[src/hw/rtl/tlbra_pkg.sv]
// Shared constants, types and address helpers for the bitmap rank allocator.
package tlbra_pkg;

  // Geometry bounds of one bank
  localparam int MAX_ROWS      = 256;
  localparam int MAX_COLS      = 256;
  localparam int WORD_BITS     = 64;
  localparam int WORD_BW       = $clog2(WORD_BITS);
  localparam int WORDS_PER_ROW = (MAX_COLS + WORD_BITS - 1) / WORD_BITS;
  localparam int BYTES_PER_WORD = WORD_BITS / 8;
  localparam int BYTE_CW       = $clog2(BYTES_PER_WORD);

  // Bitmap memory: both banks, row-major, one word per entry
  localparam int MAP_DEPTH = 2 * MAX_ROWS * WORDS_PER_ROW;
  localparam int MAP_AW    = $clog2(MAP_DEPTH);

  // Row used-count memory: one entry per row and bank
  localparam int CNT_DEPTH = 2 * MAX_ROWS;
  localparam int CNT_AW    = $clog2(CNT_DEPTH);

  // Field and register widths
  localparam int CFG_W      = 9;
  localparam int WORD_CW    = CFG_W - WORD_BW;
  localparam int AREA_W     = 2 * CFG_W;
  localparam int RANK_W     = 17;
  localparam int IDX_W      = 8;
  localparam int STATUS_W   = 2;
  localparam int IN_DATA_W  = 40;
  localparam int OUT_DATA_W = 40;
  localparam int IN_USER_W  = 2;
  localparam int PADDR_W    = 3;
  localparam int PDATA_W    = 32;

  localparam logic [RANK_W-1:0] FREE_MAX = {RANK_W{1'b1}};
  localparam logic [CFG_W-1:0]  CFG_RESET = CFG_W'(256);

  // Command codes
  localparam logic CMD_SELECT = 1'b0;
  localparam logic CMD_MARK   = 1'b1;

  // Result status codes
  localparam logic [STATUS_W-1:0] ST_OK      = 2'd0;
  localparam logic [STATUS_W-1:0] ST_NO_FREE = 2'd1;
  localparam logic [STATUS_W-1:0] ST_USED    = 2'd2;
  localparam logic [STATUS_W-1:0] ST_RANGE   = 2'd3;

  // Register indexes (paddr word select)
  localparam logic REG_ROWS = 1'b0;
  localparam logic REG_COLS = 1'b1;

  // Geometry handed from the register block to the engine
  typedef struct packed {
    logic [CFG_W-1:0]  nrows;
    logic [CFG_W-1:0]  ncols;
    logic [AREA_W-1:0] area;
    logic              clear;
  } cfg_t;

  // Bitmap word address of (bank, row, word)
  function automatic logic [MAP_AW-1:0] map_addr(input logic bank,
                                                 input logic [CFG_W-1:0] row,
                                                 input logic [WORD_CW-1:0] word);
    int a;
    a = int'(bank) * MAX_ROWS * WORDS_PER_ROW + int'(row) * WORDS_PER_ROW + int'(word);
    return MAP_AW'(a);
  endfunction

  // Row count address of (bank, row)
  function automatic logic [CNT_AW-1:0] cnt_addr(input logic bank,
                                                 input logic [CFG_W-1:0] row);
    int a;
    a = int'(bank) * MAX_ROWS + int'(row);
    return CNT_AW'(a);
  endfunction

  // Free slots of a bank, clamped at zero and at the field width
  function automatic logic [RANK_W-1:0] free_calc(input logic [AREA_W-1:0] area,
                                                  input logic [AREA_W-1:0] used);
    logic [AREA_W-1:0] diff;
    diff = (used >= area) ? '0 : area - used;
    return (diff > AREA_W'(FREE_MAX)) ? FREE_MAX : RANK_W'(diff);
  endfunction

endpackage

[src/hw/rtl/tlbra_cfg.sv]
// Register block: geometry registers, bank area and clear request.
module tlbra_cfg (
  input  logic                             clk,
  input  logic                             rst,
  input  logic                             psel,
  input  logic                             penable,
  input  logic                             pwrite,
  input  logic [tlbra_pkg::PADDR_W-1:0]    paddr,
  input  logic [tlbra_pkg::PDATA_W-1:0]    pwdata,
  output logic [tlbra_pkg::PDATA_W-1:0]    prdata,
  output logic                             pready,
  output tlbra_pkg::cfg_t                  cfg
);

  logic [tlbra_pkg::CFG_W-1:0] rows_in_use;
  logic [tlbra_pkg::CFG_W-1:0] cols_in_use;
  logic [tlbra_pkg::CFG_W-1:0] eff_rows;
  logic [tlbra_pkg::CFG_W-1:0] eff_cols;
  logic [tlbra_pkg::AREA_W-1:0] area;
  logic                         clear;
  logic                         wr;

  assign pready = 1'b1;
  assign wr     = psel && penable && pwrite && pready;

  // Store writes; any geometry write asks for a clear of both banks
  always_ff @(posedge clk) begin
    if (rst) begin
      rows_in_use <= tlbra_pkg::CFG_RESET;
      cols_in_use <= tlbra_pkg::CFG_RESET;
      clear       <= 1'b0;
    end else begin
      clear <= wr;
      if (wr) begin
        case (paddr[2])
          tlbra_pkg::REG_ROWS: rows_in_use <= pwdata[tlbra_pkg::CFG_W-1:0];
          tlbra_pkg::REG_COLS: cols_in_use <= pwdata[tlbra_pkg::CFG_W-1:0];
          default: ;
        endcase
      end
    end
  end

  // Clamp geometry to the storage bounds
  always_comb begin
    eff_rows = (int'(rows_in_use) > tlbra_pkg::MAX_ROWS) ?
               tlbra_pkg::CFG_W'(tlbra_pkg::MAX_ROWS) : rows_in_use;
    eff_cols = (int'(cols_in_use) > tlbra_pkg::MAX_COLS) ?
               tlbra_pkg::CFG_W'(tlbra_pkg::MAX_COLS) : cols_in_use;
  end

  // Register the bank area
  always_ff @(posedge clk) begin
    area <= tlbra_pkg::AREA_W'(eff_rows) * tlbra_pkg::AREA_W'(eff_cols);
  end

  // Read back
  always_comb begin
    case (paddr[2])
      tlbra_pkg::REG_ROWS: prdata = tlbra_pkg::PDATA_W'(rows_in_use);
      tlbra_pkg::REG_COLS: prdata = tlbra_pkg::PDATA_W'(cols_in_use);
      default:             prdata = '0;
    endcase
  end

  assign cfg.nrows = eff_rows;
  assign cfg.ncols = eff_cols;
  assign cfg.area  = area;
  assign cfg.clear = clear;

endmodule

[config.mk]
export PLATFORM = sky130hd
export DESIGN_NAME = tlbra_cfg
export DESIGN_NICKNAME = d
export VERILOG_FILES = /design/src/hw/rtl/tlbra_pkg.sv /design/src/hw/rtl/tlbra_cfg.sv
export SDC_FILE = /design/constraint.sdc
export NUM_CORES = 1
export LEC_CHECK = 0
export BUFFER_PORTS_ARGS = -buffer_cell sky130_fd_sc_hd__clkbuf_2
export CAP_MARGIN = 0
export CORE_MARGIN = 5
export CORE_UTILIZATION = 45
export CTS_BUF_LIST = sky130_fd_sc_hd__clkbuf_4 sky130_fd_sc_hd__clkbuf_8
export CTS_CLUSTER_DIAMETER = 40
export DETAILED_ROUTE_END_ITERATION = 10
export PLACE_DENSITY_LB_ADDON = 0.25
export RECOVER_POWER = 100
export SYNTH_ARGS = -nofsm -noshare
export SYNTH_HDL_FRONTEND = slang
export SYNTH_SLANG_ARGS = --single-unit
[constraint.sdc]
create_clock -name clk -period 6.16 [get_ports clk]
set_input_delay 0 -clock clk [delete_from_list [all_inputs] [get_ports clk]]
set_output_delay 0 -clock clk [all_outputs]
set_load 0.005 [all_outputs]
# ---- After elaboration in Yosys (flattened, before gate mapping)
# Cells that the tools add are included.
dict set report op_classes {
  multipliers 1
  magnitude_cmp 2
  n_mux 3
  n_bitwise 1
  n_reduce_logical 4
}
# cell count
set op_table {}
lappend op_table {{$pmux 32 s2} 1}
lappend op_table {{$gt 9x9->1 const B} 2}
lappend op_table {{$mul 9x9->18} 1}
lappend op_table {{$mux 9} 2}
lappend op_table {{$reduce_and 2->1} 2}
lappend op_table {{$logic_and 1x1->1} 2}
lappend op_table {{$not 1->1} 1}
dict set report totals {
  reg_bits 37
  input_bits 40
  output_inout_bits 70
}

# ---- Longest topological paths before layout
dict set report depth {
  depth_word 3
  depth_mapped 19
  ltp_nobuf 18
}

# ---- Worst setup path after synthesis
# Ideal clock, no wire load.
dict set report synth_timing {
  kind {reg-to-reg}
  from {reg rows_in_use[8] (netlist name)}
  to {reg area[17] (netlist name)}
  setup_time_ps 126
  arrival_time_ps 4250
  required_time_ps 6034
  setup_slack_ps 1784
  path_stages_with_launch 17
  path_buffers 1
  cell_sequence {dfxtp_1 > clkbuf_1 > nand2b_1 > inv_1 > nand2_1 > fa_1 > fa_1 > inv_1 > fa_1 > inv_1 > fa_1 > inv_1 > ha_1 > a21oi_2 > a311oi_2 > o41ai_2 > xnor2_1}
}
# item line_no
set synth_lines {}
lappend synth_lines {{start, declared} tlbra_cfg.sv:15} ;# logic [tlbra_pkg::CFG_W-1:0] rows_in_use;
lappend synth_lines {{start signal, assigned} tlbra_cfg.sv:29} ;# rows_in_use <= tlbra_pkg::CFG_RESET;
lappend synth_lines {{start signal, assigned} tlbra_cfg.sv:36} ;# tlbra_pkg::REG_ROWS: rows_in_use <= pwdata[tlbra_pkg::CFG_W-1:0];
lappend synth_lines {{end signal, assigned} tlbra_cfg.sv:54} ;# area <= tlbra_pkg::AREA_W'(eff_rows) * tlbra_pkg::AREA_W'(eff_cols);
lappend synth_lines {{end, declared} tlbra_cfg.sv:19} ;# logic [tlbra_pkg::AREA_W-1:0] area;

# ---- Worst setup path in the final report
dict set report layout_timing {
  from {reg cols_in_use[8] (netlist name)}
  to {reg area[17] (netlist name)}
}
dict set report layout_between {
  elab_chain_cells 3
}
# item line_no
set layout_lines {}
lappend layout_lines {{start, declared} tlbra_cfg.sv:16} ;# logic [tlbra_pkg::CFG_W-1:0] cols_in_use;
lappend layout_lines {{start signal, assigned} tlbra_cfg.sv:30} ;# cols_in_use <= tlbra_pkg::CFG_RESET;
lappend layout_lines {{start signal, assigned} tlbra_cfg.sv:37} ;# tlbra_pkg::REG_COLS: cols_in_use <= pwdata[tlbra_pkg::CFG_W-1:0];
lappend layout_lines {{$gt 9x9->1} tlbra_cfg.sv:48} ;# eff_cols = (int'(cols_in_use) > tlbra_pkg::MAX_COLS) ?
lappend layout_lines {{$mux 9 (*)} tlbra_cfg.sv:48}
lappend layout_lines {{$mul 9x9->18 (*)} tlbra_cfg.sv:54}
# Mark *: on every way between the ends. The rest lies on a longest branch, timed or not.
# A chain may end at the register's enable or synchronous reset.

==> results.yml <==
outcome:
  status: "completed"
cells_and_area:
  nFillCells: 868
  area_growth_syn_to_layout_pct: 11.5
  mostFrequentLayoutCell: "inv_1"
  drive_gt1_share_pct: 9.28
  most-common-layout-cells: "inv_1, nand2_1, fa_1"
  fin_util_pct: 50.9
  final_nets: 655
  ff_latch_area_um2: 741
  antennaDiodeCount: 0
  multi_input_comb_area_um2: 2740
worst_setup_path:
  path_max_fanout: 20
  crit_cells: 15
  r2r-end: "area[17]"
  cp-start-kind: "register"
  cp_slowest_cell: "dfxtp_1"
  cp-startpoint: "cols_in_use[8]"
  path_buf_inv: 4
  crit_required_ps: 6350
  critPathCaptureType: "register"
  worstPathArrival_ps: 5410
  endpoint: "area[17]"
  rr_worst_depth: 15
  crit_type: "register to register"
  slowest_delay_ps: 720
  crit_chain: "nand2b_1 > inv_1 > nand2_1 > fa_1 > fa_1 > inv_1 > fa_1 > inv_1 > fa_1 > inv_1 > ha_1 > nand4b_1 > a311oi_1 > o41ai_1 > xnor2_1"
  critPathTopFamily: "adder cells"
  r2r_setup_slack_ps: 950
  rr_startpoint: "cols_in_use[8]"
power_and_ir_drop:
  p_comb_share_pct: 6.9
  p_sw_w: 0.000128
  p_leak_nw: 2.26
  power_frac_clock_pct: 44.6
  ir_worst_vdd_uv: 93.3
  powerDensity_nw_per_um2: 116
  p_sw_share_pct: 25.2
  seqPwrFrac_pct: 48.5
  internal_power_w: 0.000380
floorplanning:
  initial_core_util_pct: 45.6
  rows: 34
  ios: 110
  die_x_um: 104
  core_um2: 8640
  die_h_um: 104
  die_area_um2: 10700
grt:
  overflow: 0
  grt_busiest_layer: "met2"
  antenna_found_initial: 0
  met2_usage_pct: 28.8
  grt_pass1_wl_um: 14700
  grt_max_degree: 21
  use_met3_pct: 3.67
  grt_pass1_vias: 3218
  grt_use_total_pct: 16.5
  grt_use_met1_pct: 20.4
placement:
  gp_congestion: 0.891
  port_buffers: 60
  dp_hpwl_um: 7130
synthesis:
  synth_area_per_cell_um2: 8.51
  synth_top_cell_area_share_pct: 25.4
  async_flop_share_pct: 0
  yosysSeqAreaShare_pct: 18.8
  synth.cell_area_um2: 3940
  synth_edf_count: 0
  ys_seq_elements: 37
  synth_area_leaders: "fa_1, dfxtp_1, ha_1, inv_1, nand2_1"
  syn_inst: 463
  yosysTopAreaCell: "fa_1"
  synthDistinctLibCells: 36
  yosys_most_used_dff: "dfxtp_1"
  ys_warn_count: 0
cts:
  cts_num_sinks: 37
  cts_tree: "built"
  insertion_delay_ps: 300
  post_cts_buffers: 0
  cts_buffer_depth: 2
  cts_root_buffer: "clkbuf_8"
  cts.clk_slew.worst_paths_ps: 90
  htree_levels: 2
  cts_buffers: 5
sta:
  setup_viol: 0
  fin_crit_sh_pct: 84.6
  slew_violations: 0
  skew_ps: 10.1
  max_freq_mhz: 192
  whs_ps: 129
  worst_pin_slew_ps: 677
  tns_ps: 0
  rsz0062_at_grt: "no"
  slew_headroom_pct: 54.6
  hold_violations: 0
  period_needed_ps: 5210
route:
  avgViaCountPerCell: 4.86
  vias: 3088
  wire_per_inst_um: 13.8
  wl_um: 8800
  firstDrtPassIters: 4
  drtIter0Drc: 141
  detail-route-antenna-nets: 0
  drc: 0
worst_hold_path:
  hold_class: "primary input to register"
  worstHoldStart: "rst"
job:
  maxCapViolations: 0
-- routing by layer --
layer | part of all wire, % | wire length, um
met5 | 0 | 0
met4 | 1.2 | 104
met3 | 7.0 | 616
met2 | 50 | 4410
met1 | 42 | 3670
-- worst reg2reg max path: cells and delay by family (launching register included) --
family,cells,cell delay [ps]
DFF,1,720
and+or+nand+nor,3,710
xor gates and xnor gates,1,150
adders and majority gates,5,2390
buffers and inverters,4,290
AOI/OAI and AO/OA,2,830
-- registers in the layout (all words and copies together), names as in the netlist --
register and cells:
area 18, cols_in_use 9, rows_in_use 9, clear 1
-- cells by family after synthesis --
family / Yosys count / share of synthesized area [%]
AND/OR/NAND/NOR: 159 / 17.9
adder cells (fa/ha/maj): 88 / 37.5
buffers and inverters: 114 / 13.2
AO/OA/AOI/OAI: 41 / 6.98
XOR/XNOR: 13 / 2.89
flip-flops: 37 / 18.8
other: 2 / 0.191
multiplexers: 9 / 2.57
-- power by group through the flow --
stage | registers [W] | clock network (W) | logic, W
after CTS | 0.000247 | 0.000230 | 0.0000349
after detailed placement | 0.000252 | 0 | 0.0000295
after global routing | 0.000247 | 0.000239 | 0.0000389
after floorplan | 0.000250 | 0 | 0.0000311
after global placement | 0.000252 | 0 | 0.0000290
final | 0.000247 | 0.000227 | 0.0000348
-- cells in the mapped netlist (all sizes together) (2+ instances only) --
cell     n
clkinv   2
a31oi    3
o21ai    4
buf     27
mux2     9
nand3    2
nand2   72
xnor2   11
and3     2
inv     76
o21bai   2
xor2     2
nand3b   2
nor2    45
dfxtp   37
o21a     2
o41ai    3
nand2b  17
a21oi   23
and2    13
clkbuf   9
fa      50
ha      38
conb     2
-- cell type report --
class | count | area share, %
Clock buffer | 5 | 1.57
Clock inverter | 3 | 1.05
Inverter | 78 | 6.66
Multi-Input combinational cell | 334 | 62.3
Sequential cell | 37 | 16.9
Tap cell | 108 | 3.08
Timing Repair Buffer | 71 | 8.49
-- repair_timing --
item                      4_1_cts  5_1_grt
hold endpoints to repair       19        0
resized for setup               0        0
hold buffers                   11        0
-- worst min path at each step --
stage                     endpoint  slack [ps]  depth (start not counted)
floorplan           rows_in_use[8]         120                          2
finish              rows_in_use[1]         130                          2
detailed placement  rows_in_use[8]         240                          3
CTS                 rows_in_use[1]         120                          2
global placement    rows_in_use[8]         240                          3
global route        rows_in_use[5]         140                          2
-- stage by stage --
stage          area, um2  total power, W  worst slack [ps]  cells
2_1_floorplan       4020        0.000281              1780    485
3_3_place_gp        4230        0.000281              1160    617
3_5_place_dp        4230        0.000282              1160    617
4_1_cts             4460        0.000512              1130    636
5_1_grt             4390        0.000525               608    636
6_report            4390        0.000508               948    636
(Power assumes the default switching activity.)
